--- src/hdl/quaternion_to_yaw_assert.svh ---
// Assertion macros for the quaternion-to-yaw pipeline.
// Included by the top level; no other dependencies.
`ifndef QUATERNION_TO_YAW_ASSERT_SVH
`define QUATERNION_TO_YAW_ASSERT_SVH

`ifndef ASSERT_OFF
// Same-cycle implication, checked outside reset
`define Q2Y_ASSERT_NOW(lbl, clk, rst_n, ante, cons) \
    lbl: assert property (@(posedge clk) disable iff (!rst_n) (ante) |-> (cons)) \
        else $error("same-cycle check failed");
// Next-cycle implication, checked outside reset
`define Q2Y_ASSERT_NEXT(lbl, clk, rst_n, ante, cons) \
    lbl: assert property (@(posedge clk) disable iff (!rst_n) (ante) |=> (cons)) \
        else $error("next-cycle check failed");
`else
`define Q2Y_ASSERT_NOW(lbl, clk, rst_n, ante, cons)
`define Q2Y_ASSERT_NEXT(lbl, clk, rst_n, ante, cons)
`endif

`endif

--- src/hdl/q2y_pkg.sv ---
// Shared types and constants for the quaternion-to-yaw pipeline.
// No dependencies.
package q2y_pkg;

    // Number of CORDIC iterations, one register stage each (8 to 32)
    localparam int CordicStages = 16;
    localparam int NumStages    = (CordicStages > 32) ? 32 : CordicStages;

    localparam int QuatW  = 16;
    localparam int ProdW  = 32;
    localparam int NumW   = 34;
    localparam int DenW   = 33;
    localparam int PreSh  = 24;
    localparam int XyW    = 60;
    localparam int AccW   = 32;
    localparam int ShiftW = 5;
    localparam int YawW   = 16;

    // Binary angle of pi in the accumulator
    localparam logic [AccW-1:0] AccPi = 32'h8000_0000;

    // atan(2^-i) scaled so that 2^31 is pi, rounded to nearest
    localparam logic [AccW-1:0] AtanTable [32] = '{
        32'd536870912, 32'd316933406, 32'd167458907, 32'd85004756,
        32'd42667331,  32'd21354465,  32'd10679838,  32'd5340245,
        32'd2670163,   32'd1335087,   32'd667544,    32'd333772,
        32'd166886,    32'd83443,     32'd41722,     32'd20861,
        32'd10430,     32'd5215,      32'd2608,      32'd1304,
        32'd652,       32'd326,       32'd163,       32'd81,
        32'd41,        32'd20,        32'd10,        32'd5,
        32'd3,         32'd1,         32'd1,         32'd0
    };

    // Word carried between CORDIC stages
    typedef struct packed {
        logic signed [XyW-1:0] x;
        logic signed [XyW-1:0] y;
        logic [AccW-1:0]       acc;
        logic                  special;  // numerator and denominator both zero
        logic                  zero;     // all four components zero
    } t_cordic;

endpackage

--- src/hdl/q2y_cordic_stage.sv ---
// One vectoring CORDIC iteration with its output register.
// Depends on q2y_pkg.
module q2y_cordic_stage
    import q2y_pkg::*;
(
    input  logic              i_clk,
    input  logic              i_rst_n,
    input  logic              i_en,
    input  logic [ShiftW-1:0] i_shift,
    input  logic [AccW-1:0]   i_atan,
    input  logic              i_valid,
    input  t_cordic           i_data,
    output logic              o_valid,
    output t_cordic           o_data
);

    logic signed [XyW-1:0] xs, ys;
    t_cordic               n_data, r_data;
    logic                  r_valid;

    // Rotate toward the x axis by atan(2^-i)
    always_comb begin
        xs     = i_data.x >>> i_shift;
        ys     = i_data.y >>> i_shift;
        n_data = i_data;
        if (!i_data.y[XyW-1]) begin
            n_data.x   = i_data.x + ys;
            n_data.y   = i_data.y - xs;
            n_data.acc = i_data.acc + i_atan;
        end else begin
            n_data.x   = i_data.x - ys;
            n_data.y   = i_data.y + xs;
            n_data.acc = i_data.acc - i_atan;
        end
    end

    always_ff @(posedge i_clk) begin
        if (!i_rst_n) begin
            r_valid <= 1'b0;
        end else if (i_en) begin
            r_valid <= i_valid;
        end
    end

    always_ff @(posedge i_clk) begin
        if (i_en) begin
            r_data <= n_data;
        end
    end

    assign o_valid = r_valid;
    assign o_data  = r_data;

endmodule

--- config.mk ---
export PLATFORM = sky130hd
export DESIGN_NAME = q2y_cordic_stage
export DESIGN_NICKNAME = d
export VERILOG_FILES = /design/src/hdl/quaternion_to_yaw_assert.svh /design/src/hdl/q2y_pkg.sv /design/src/hdl/q2y_cordic_stage.sv
export SDC_FILE = /design/constraint.sdc
export NUM_CORES = 1
export LEC_CHECK = 0
export BUFFER_PORTS_ARGS = -buffer_cell sky130_fd_sc_hd__buf_2
export CORE_MARGIN = 3
export CORE_UTILIZATION = 40
export CTS_CLUSTER_DIAMETER = 50
export DETAILED_ROUTE_END_ITERATION = 10
export PLACE_DENSITY = 0.57
export SLEW_MARGIN = 15
export SYNTH_ARGS = -nofsm -noshare
export SYNTH_HDL_FRONTEND = slang
export SYNTH_SLANG_ARGS = --single-unit
--- constraint.sdc ---
create_clock -name i_clk -period 9.3 [get_ports i_clk]
set_clock_uncertainty 0.15 [all_clocks]
set_input_delay 0.93 -clock i_clk [delete_from_list [all_inputs] [get_ports i_clk]]
set_output_delay 0.93 -clock i_clk [all_outputs]
set_load 0.02 [all_outputs]
==> reports/metrics.csv <==
metric;value;unit
dieArea;71800;um2
netlist_instances;3107;
die_y;268;um
r2r_end;o_valid$_SDFFE_PN0P_;
clock_sinks;155;
drt_wl_total;130000;um
clk_latency;0.49;ns
drv_slew;0;
synthFlopType;edfxtp_1;
yosysTopAreaCell;edfxtp_1;
hold_class;reg -> reg;
rsz0062_at_grt;false;
synth_cell_types;108;
detail_route.vias_per_cell;6.81;
ff_latch_area;4640;um2
synth_edf_count;154;
end_kind;flip-flop;
cts_root_buf;clkbuf_16;
htree_levels;4;
worst_slew_pin_slew;1.27;ns
grt_overflow;0;
postRouteAntennaNets;0;
wire_per_inst;30.4;um
antenna_found_initial;11;
drive_above_1_share;22.6;%
ff2ff_path_depth;2;
fmax;0.122;GHz
cts_buffer_depth;2;
crit_type;in -> reg;
fin_tns_setup;0;ns
area_growth;12.1;%
pwr_density_cell;162;nW/um2
required;9.40;ns
syn_area;27400;um2
grt_max_degree;76;
synth_area_leaders;edfxtp_1 17%, mux4_2 11%, ha_1 7.5%;
path_clk_slew;0.08;ns
rrSetupSlack;8.56;ns
fillers;6754;
rows;95;
io_pins;350;
hold_viol;0;
grt_pass1_vias;27221;
cp_max_fo;75;
cts_inserted_buffers;17;
synth_top_area_share;16.9;%
max_cap_viol_count;0;
fin_crit_sh;87.9;%
ys_seq_area_share;16.9;%
cts_tree;built;
multi_input_area;21500;um2
postSynthAreaPerCell;8.83;um2
worstReg2RegStart;o_valid$_SDFFE_PN0P_;
critical_path.endpoint;o_data[92]$_DFFE_PP_;
via_count;29139;
cts_setup_buffers;0;
grt_usage;35.3;%
yosysWarnings;0;
dieWidth;268;um
setup_viol;0;
drc;0;
dpl.hpwl;102000;um
cts_resized;0;
start_kind;input port;
leakage;12.5;nW
vdd_drop_max;0.000106;V
fin_nets;3748;
cp.arrival;8.27;ns
async_flop_share;0;%
initial_core_util;40.6;%
ys_ff_latch;155;
gp_congestion;1.06;
dr.pass1.iters;6;
grt_pass1_wl;187000;um
synth_nets;3469;
port_buffers;349;
core_region_area;67500;um2
period_minus_slack;8.18;ns
max_slew_margin;15.2;%
startpoint;i_shift[3];
postCtsHoldBufs;0;
final_util;45.6;%
status;complete, no violations;
drtIter0Drc;3859;
-- layer usage --
metal	up-vias	track usage, %	routed length (um)
li1	12703	-	-
met1	14112	47.5	52700
met2	1942	52.7	55800
met3	378	9.02	14600
met4	4	17.4	7150
met5	-	0	30
-- sequential cells by signal, summed over array words and instances (netlist names) --
register and flops:
o_valid 1, o_data 154
-- cell families (layout without fill, tap and decap cells) --
family | count (synthesis) | count (layout) | synth area share [%]
buf+inv | 268 | 560 | 4.89
compound gates | 973 | 973 | 23.9
other cells | 0 | 9 | 0
fa+ha+maj | 167 | 167 | 7.70
mux | 377 | 377 | 21.3
xor+xnor | 262 | 262 | 8.36
flops | 155 | 155 | 16.9
simple gates | 905 | 905 | 16.9
-- cell usage after synthesis, drive strengths merged (58+ instances only) --
library cell / instances
xor2: 101
buf: 111
mux2i: 147
xnor2: 161
nor2: 239
mux2: 77
o21ai: 158
inv: 79
edfxtp: 154
a21oi: 241
nand2: 238
mux4: 153
nand3: 66
a21o: 85
clkbuf: 77
nor3: 58
ha: 164
-- where the power goes --
part           leakage (nW)  total [W]  internal [W]  switching (W)
clock                 0.298   0.000783      0.000390       0.000393
sequential             1.52    0.00111       0.00105      0.0000563
combinational          10.7    0.00308       0.00112        0.00196
total                  12.5    0.00497       0.00257        0.00241
-- how the worst min path moves through the flow --
stage	startpoint	to	slack [ns]	depth (start not counted)
floorplan	o_valid$_SDFFE_PN0P_	o_valid$_SDFFE_PN0P_	0.44	2
global placement	o_valid$_SDFFE_PN0P_	o_valid$_SDFFE_PN0P_	0.35	2
detailed placement	o_valid$_SDFFE_PN0P_	o_valid$_SDFFE_PN0P_	0.36	2
CTS	o_valid$_SDFFE_PN0P_	o_valid$_SDFFE_PN0P_	0.38	2
global route	o_valid$_SDFFE_PN0P_	o_valid$_SDFFE_PN0P_	0.40	2
finish	o_valid$_SDFFE_PN0P_	o_valid$_SDFFE_PN0P_	0.37	2
-- critical path: stages --
cell,delay (ns)
buf_6,0.25
nor2_1,1.06
nand2_1,0.54
buf_4,0.31
o22ai_1,0.35
nor3_1,0.21
nor4_1,0.53
and4_1,0.34
and3_1,0.30
and3_1,0.23
nor2_1,0.06
xnor2_1,0.28
ha_1,0.36
a21oi_1,0.30
o21a_1,0.17
nor2_1,0.04
a211oi_1,0.29
o21ai_0,0.15
a2111oi_0,0.66
nor3_1,0.19
o21bai_1,0.37
a211o_1,0.19
nand3_1,0.07
-- layout by cell type (no fill, tap or decap), types with 24 or more instances in the layout --
master	instances
mux4_2	140
nor2_1	239
a22oi_1	31
inv_1	75
nand3_1	65
xnor2_1	161
buf_4	95
mux2i_1	147
a21oi_1	240
o21a_1	29
xor2_1	101
nor2b_1	34
nand4_1	47
edfxtp_1	154
buf_2	342
and2_1	35
and3_1	39
o22ai_1	43
a211oi_1	46
ha_1	164
nand2_1	237
mux2_2	73
nor3_1	51
a31oi_1	47
o21ai_0	145
o211ai_1	38
a221oi_1	24
a21o_1	85
o21bai_1	25
-- through the flow --
stage / instances / area, um2 / setup WS (ns) / hold WS, ns / power (W)
after global routing: 4276 / 30800 / 0.711 / 0.403 / 0.00524
after global placement: 4240 / 30100 / 1.01 / 0.346 / 0.00414
final: 4281 / 30800 / 1.12 / 0.372 / 0.00497
after detailed placement: 4240 / 30100 / 0.905 / 0.358 / 0.00412
after floorplan: 3107 / 27400 / 1.81 / 0.439 / 0.00312
after CTS: 4272 / 30700 / 1.40 / 0.376 / 0.00494
-- cell type report --
type | instances | area share, %
flip-flops and latches | 155 | 15.1
inverters | 80 | 0.980
clock buffers | 17 | 1.38
clock inverters | 15 | 0.638
repair buffers | 448 | 8.49
well taps | 873 | 3.55
multi-input cells | 2684 | 69.8
diodes | 9 | 0.0732
Note: power is estimated with default switching activity, not from simulation.
