### config.mk
export PLATFORM = sky130hd
export DESIGN_NAME = q2y_front
export DESIGN_NICKNAME = d
export VERILOG_FILES = /design/src/hdl/quaternion_to_yaw_assert.svh /design/src/hdl/q2y_pkg.sv /design/src/hdl/q2y_front.sv
export SDC_FILE = /design/constraint.sdc
export NUM_CORES = 2
export LEC_CHECK = 0
export BUFFER_PORTS_ARGS = -buffer_cell sky130_fd_sc_hd__buf_4
export CAP_MARGIN = 20
export CORE_MARGIN = 5
export CORE_UTILIZATION = 40
export CTS_BUF_LIST = sky130_fd_sc_hd__clkbuf_4
export DETAILED_ROUTE_END_ITERATION = 16
export PLACE_DENSITY_LB_ADDON = 0.05
export SYNTH_ARGS = -nofsm -noshare
export SYNTH_HDL_FRONTEND = slang
export SYNTH_SLANG_ARGS = --single-unit
### constraint.sdc
create_clock -name i_clk -period 11 [get_ports i_clk]
set_input_delay 0.55 -clock i_clk [delete_from_list [all_inputs] [get_ports i_clk]]
set_output_delay 0.55 -clock i_clk [all_outputs]
set_load 0.02 [all_outputs]
### src/hdl/quaternion_to_yaw_assert.svh
// Assertion macros for the quaternion-to-yaw pipeline.
// Included by the top level; no other dependencies.
`ifndef QUATERNION_TO_YAW_ASSERT_SVH
`define QUATERNION_TO_YAW_ASSERT_SVH

`ifndef ASSERT_OFF
// Same-cycle implication, checked outside reset
`define Q2Y_ASSERT_NOW(lbl, clk, rst_n, ante, cons) \
    lbl: assert property (@(posedge clk) disable iff (!rst_n) (ante) |-> (cons)) \
        else $error("same-cycle check failed");
// Next-cycle implication, checked outside reset
`define Q2Y_ASSERT_NEXT(lbl, clk, rst_n, ante, cons) \
    lbl: assert property (@(posedge clk) disable iff (!rst_n) (ante) |=> (cons)) \
        else $error("next-cycle check failed");
`else
`define Q2Y_ASSERT_NOW(lbl, clk, rst_n, ante, cons)
`define Q2Y_ASSERT_NEXT(lbl, clk, rst_n, ante, cons)
`endif

`endif

### src/hdl/q2y_pkg.sv
// Shared types and constants for the quaternion-to-yaw pipeline.
// No dependencies.
package q2y_pkg;

    // Number of CORDIC iterations, one register stage each (8 to 32)
    localparam int CordicStages = 16;
    localparam int NumStages    = (CordicStages > 32) ? 32 : CordicStages;

    localparam int QuatW  = 16;
    localparam int ProdW  = 32;
    localparam int NumW   = 34;
    localparam int DenW   = 33;
    localparam int PreSh  = 24;
    localparam int XyW    = 60;
    localparam int AccW   = 32;
    localparam int ShiftW = 5;
    localparam int YawW   = 16;

    // Binary angle of pi in the accumulator
    localparam logic [AccW-1:0] AccPi = 32'h8000_0000;

    // atan(2^-i) scaled so that 2^31 is pi, rounded to nearest
    localparam logic [AccW-1:0] AtanTable [32] = '{
        32'd536870912, 32'd316933406, 32'd167458907, 32'd85004756,
        32'd42667331,  32'd21354465,  32'd10679838,  32'd5340245,
        32'd2670163,   32'd1335087,   32'd667544,    32'd333772,
        32'd166886,    32'd83443,     32'd41722,     32'd20861,
        32'd10430,     32'd5215,      32'd2608,      32'd1304,
        32'd652,       32'd326,       32'd163,       32'd81,
        32'd41,        32'd20,        32'd10,        32'd5,
        32'd3,         32'd1,         32'd1,         32'd0
    };

    // Word carried between CORDIC stages
    typedef struct packed {
        logic signed [XyW-1:0] x;
        logic signed [XyW-1:0] y;
        logic [AccW-1:0]       acc;
        logic                  special;  // numerator and denominator both zero
        logic                  zero;     // all four components zero
    } t_cordic;

endpackage

### src/hdl/q2y_front.sv
// Front end: products, numerator/denominator sums and CORDIC pre-rotation.
// Three register stages; depends on q2y_pkg.
module q2y_front
    import q2y_pkg::*;
(
    input  logic                    i_clk,
    input  logic                    i_rst_n,
    input  logic                    i_en,
    input  logic                    i_valid,
    input  logic signed [QuatW-1:0] i_w,
    input  logic signed [QuatW-1:0] i_x,
    input  logic signed [QuatW-1:0] i_y,
    input  logic signed [QuatW-1:0] i_z,
    output logic                    o_valid,
    output t_cordic                 o_data
);

    logic signed [ProdW-1:0] r_wz, r_xy, r_ww, r_xx, r_yy, r_zz;
    logic                    r_zero1, r_zero2;
    logic signed [NumW-1:0]  r_num;
    logic signed [DenW-1:0]  r_den;
    logic signed [NumW-1:0]  n_num;
    logic signed [DenW-1:0]  n_den;
    logic signed [XyW-1:0]   n_x0, n_y0;
    t_cordic                 n_data, r_data;
    logic [2:0]              r_vld;

    // Advance valid bits with the pipeline
    always_ff @(posedge i_clk) begin
        if (!i_rst_n) begin
            r_vld <= '0;
        end else if (i_en) begin
            r_vld <= {r_vld[1:0], i_valid};
        end
    end

    // Stage 1: six products and the all-zero flag
    always_ff @(posedge i_clk) begin
        if (i_en) begin
            r_wz    <= ProdW'(i_w) * ProdW'(i_z);
            r_xy    <= ProdW'(i_x) * ProdW'(i_y);
            r_ww    <= ProdW'(i_w) * ProdW'(i_w);
            r_xx    <= ProdW'(i_x) * ProdW'(i_x);
            r_yy    <= ProdW'(i_y) * ProdW'(i_y);
            r_zz    <= ProdW'(i_z) * ProdW'(i_z);
            r_zero1 <= (i_w == '0) && (i_x == '0) && (i_y == '0) && (i_z == '0);
        end
    end

    // Stage 2: num = 2(wz+xy), den = w^2+x^2-y^2-z^2
    always_comb begin
        n_num = (NumW'(r_wz) + NumW'(r_xy)) <<< 1;
        n_den = DenW'(r_ww) + DenW'(r_xx) - DenW'(r_yy) - DenW'(r_zz);
    end

    always_ff @(posedge i_clk) begin
        if (i_en) begin
            r_num   <= n_num;
            r_den   <= n_den;
            r_zero2 <= r_zero1;
        end
    end

    // Stage 3: scale up and rotate into the right half plane
    always_comb begin
        n_x0 = XyW'(r_den) <<< PreSh;
        n_y0 = XyW'(r_num) <<< PreSh;
        n_data.special = (r_num == '0) && (r_den == '0);
        n_data.zero    = r_zero2;
        if (r_den[DenW-1]) begin
            n_data.x   = -n_x0;
            n_data.y   = -n_y0;
            n_data.acc = AccPi;
        end else begin
            n_data.x   = n_x0;
            n_data.y   = n_y0;
            n_data.acc = '0;
        end
    end

    always_ff @(posedge i_clk) begin
        if (i_en) begin
            r_data <= n_data;
        end
    end

    assign o_valid = r_vld[2];
    assign o_data  = r_data;

endmodule

==> out/metrics.cfg <==
[worst_setup_path]
critPathTopFamily = adder cells
r2r-end = r_den[32]
path_buf_inv = 4
critPathCaptureType = flop
path_class = in -> reg
cp_cell_sequence = buf_4 -> clkinv_1 -> nor2_1 -> fa_1 -> fa_1 -> fa_1 -> fa_1 -> fa_1 -> inv_1 -> fa_1 -> inv_1 -> ha_1 -> o21ai_0 -> nand2b_1 -> a21boi_0 -> o41ai_1 -> o2111ai_1 -> a21oi_1 -> xnor2_1
cpMostUsedCell = fa_1
reg2reg_slack_ps = 6400
r2r_start = r_zz[3]
path_max_fanout = 30
cp-start-kind = primary input
ff2ff_path_depth = 12
slowest_delay_ps = 900
worstPathRequired_ps = 11690
cp_slowest_cell = fa_1
cp.arrival_ps = 7520

[sta]
fmaxAchievable_mhz = 146.3
finalMaxSlewViolations = 0
setup_viol_count_final = 0
fin_crit_sh_pct = 62.16
fin_setup_tns_ps = 0
rsz0062_at_grt = no
post-route-min-period_ps = 6837
tightestPinTransition_ps = 1021
finClkSkew_ps = 73.05
relSlewSlack_pct = 31.91
timing_hold_violations_final = 0

[finish]
drive_gt1_share_pct = 4.804
nets = 9636
final_core_util_pct = 42.49
postLayoutCellArea_sq_um = 76630
areaGrowthSynthToFinish_pct = 5.914
fin_cells = 9894

[cts]
cts_tree = yes
cts.sinks = 333
clk_latency_ps = 980
clkTransAtPathRegs_ps = 70
numCtsBuffers = 91
cts.path.max_buffers = 3
htreeDepth = 3
cts_hold_buf = 6
clockRootBuffer = clkbuf_4
cts_resized = 0
post_cts_buffers = 0

[worst_hold_path]
min_path_cells = 1
whs_endpoint = r_zz[0]
hp-start = i_z[0]
hp-class = in -> reg

[global_routing]
grt_usage_pct = 21.32
grt_pass1_wl_microns = 313500
antenna_found_initial = 14
grt_max_degree = 159
grt_pass1_vias = 53100
overflow = 0

[die]
core_area_sq_um = 180400
die_w_microns = 435.3
num_rows = 156
die_h_microns = 435.3
io_pins = 223
initial_core_util_pct = 40.12
die_area_sq_um = 189500

[logic_synthesis]
ys_async_sr_fraction_pct = 0
syn_inst = 7423
ys_ff_latch = 333
syn_avg_cell_area_sq_um = 9.747
yosys_warnings = 0
synthesis.area_sq_um = 72350
ys_seq_area_share_pct = 13.78
yosysUniqueCellTypes = 84
synth_top_flop_cell = edfxtp_1
synth_edf_count = 330

[place]
hpwlAfterDp_microns = 156700
placed_cell_area_sq_um = 75370
portBuffers = 142
gp_congestion = 0.8352
dp_cells = 9719

[detailed_routing]
wl_per_cell_microns = 19.94
ant_nets = 0
routed_via_density = 4.886
num_vias = 48340
firstDrtPassIters = 5
remaining_drc_errors = 0
drtIter0Drc = 2487
wirelength_microns = 197300

[flow_run]
max_cap_violations = 0

[status]
status = completed

==> through the flow <==
| step | setup WS (ps) | hold WS (ps) |
|---|---|---|
| 2_1_floorplan | 4376 | 400.3 |
| 3_3_place_gp | 3206 | 407.0 |
| 3_5_place_dp | 3219 | 405.2 |
| 4_1_cts | 4297 | 15.87 |
| 5_1_grt | 3869 | 66.97 |
| 6_report | 4163 | 176.0 |
==> cell usage after synthesis (14+ instances only) <==
cell | count | share of area (%)
and3_1 | 24 | 0.21
o21bai_1 | 25 | 0.26
xor2_1 | 57 | 0.69
nor4_1 | 36 | 0.31
a21o_1 | 81 | 0.84
buf_4 | 80 | 0.83
a211oi_1 | 33 | 0.34
inv_1 | 1936 | 10
nor3_1 | 50 | 0.35
nor2b_1 | 34 | 0.29
clkbuf_1 | 223 | 1.2
edfxtp_1 | 330 | 14
nand4_1 | 20 | 0.17
a31o_2 | 23 | 0.28
or2_2 | 16 | 0.14
nor2_1 | 351 | 1.8
a21oi_1 | 174 | 1.2
fa_1 | 1521 | 42
xnor2_1 | 297 | 3.6
and2_1 | 340 | 2.9
o21a_1 | 39 | 0.40
o31ai_1 | 26 | 0.27
a31oi_1 | 22 | 0.19
o21ai_0 | 119 | 0.82
nand2_1 | 642 | 3.3
nand3_1 | 45 | 0.31
o211ai_1 | 27 | 0.28
nand2b_1 | 41 | 0.35
ha_1 | 599 | 10
or4_1 | 14 | 0.15
==> worst max-delay path by stage <==
stage / from / endpoint / cells after the start
final: i_z[2] / r_zz[30] / 19
after detailed placement: i_z[2] / r_zz[30] / 19
after global placement: i_z[2] / r_zz[30] / 19
after global routing: i_z[2] / r_zz[30] / 19
after CTS: i_z[2] / r_zz[30] / 19
after floorplan: i_y[15] / r_yy[30] / 18
==> cell usage in the layout (no fill, tap or decap), drive strengths merged, types with 42 or more instances in the layout <==
cell    instances
ha            599
o21ai         123
edfxtp        330
fa           1521
and2          340
buf           158
a21oi         174
nand2b         42
nor2          352
clkbuf        132
a21o           81
conb           83
xnor2         297
inv          1946
nor3           50
nand2         642
nand3          45
xor2           57
==> sequential cells by signal, indices dropped and copies added (netlist names) <==
signal   cells
r_vld        3
r_ww        31
o_data      74
r_yy        31
r_zero1      1
r_xx        31
r_num       33
r_den       33
r_zz        31
r_zero2      1
r_wz        32
r_xy        32
==> final cells by class <==
| class | count | area, sq um |
|---|---|---|
| Sequential cell | 333 | 9970 |
| Multi-Input combinational cell | 4905 | 53900 |
| Antenna cell | 9 | 22.52 |
| Clock inverter | 28 | 185.2 |
| Inverter | 1953 | 7331 |
| Clock buffer | 132 | 991.0 |
| Timing Repair Buffer | 164 | 1266 |
| Fill cell | 18040 | 103700 |
| Tap cell | 2370 | 2965 |
==> cell families (layout without fill, tap and decap cells) <==
family | count (synthesis) | after routing | synth area share (%)
AO/OA/AOI/OAI | 673 | 673 | 6.191
XOR/XNOR | 354 | 354 | 4.285
adder cells (fa/ha/maj) | 2120 | 2120 | 52.44
buffers and inverters | 2267 | 2277 | 12.18
flip-flops | 333 | 333 | 13.78
multiplexers | 13 | 13 | 0.1798
other | 1 | 92 | 0.005183
AND/OR/NAND/NOR | 1662 | 1662 | 10.94
==> routing by layer <==
layer | GRT usage, % | up-vias | wire (microns)
li1 | - | 22460 | -
met1 | 29.19 | 24820 | 88550
met2 | 36.28 | 845 | 96210
met3 | 2.809 | 218 | 7618
met4 | 4.731 | 2 | 4880
met5 | 0 | - | 20
Power is left out: the tool's default activity adds up to more than one toggle a clock period on the data nets, which glitch-free logic cannot reach.
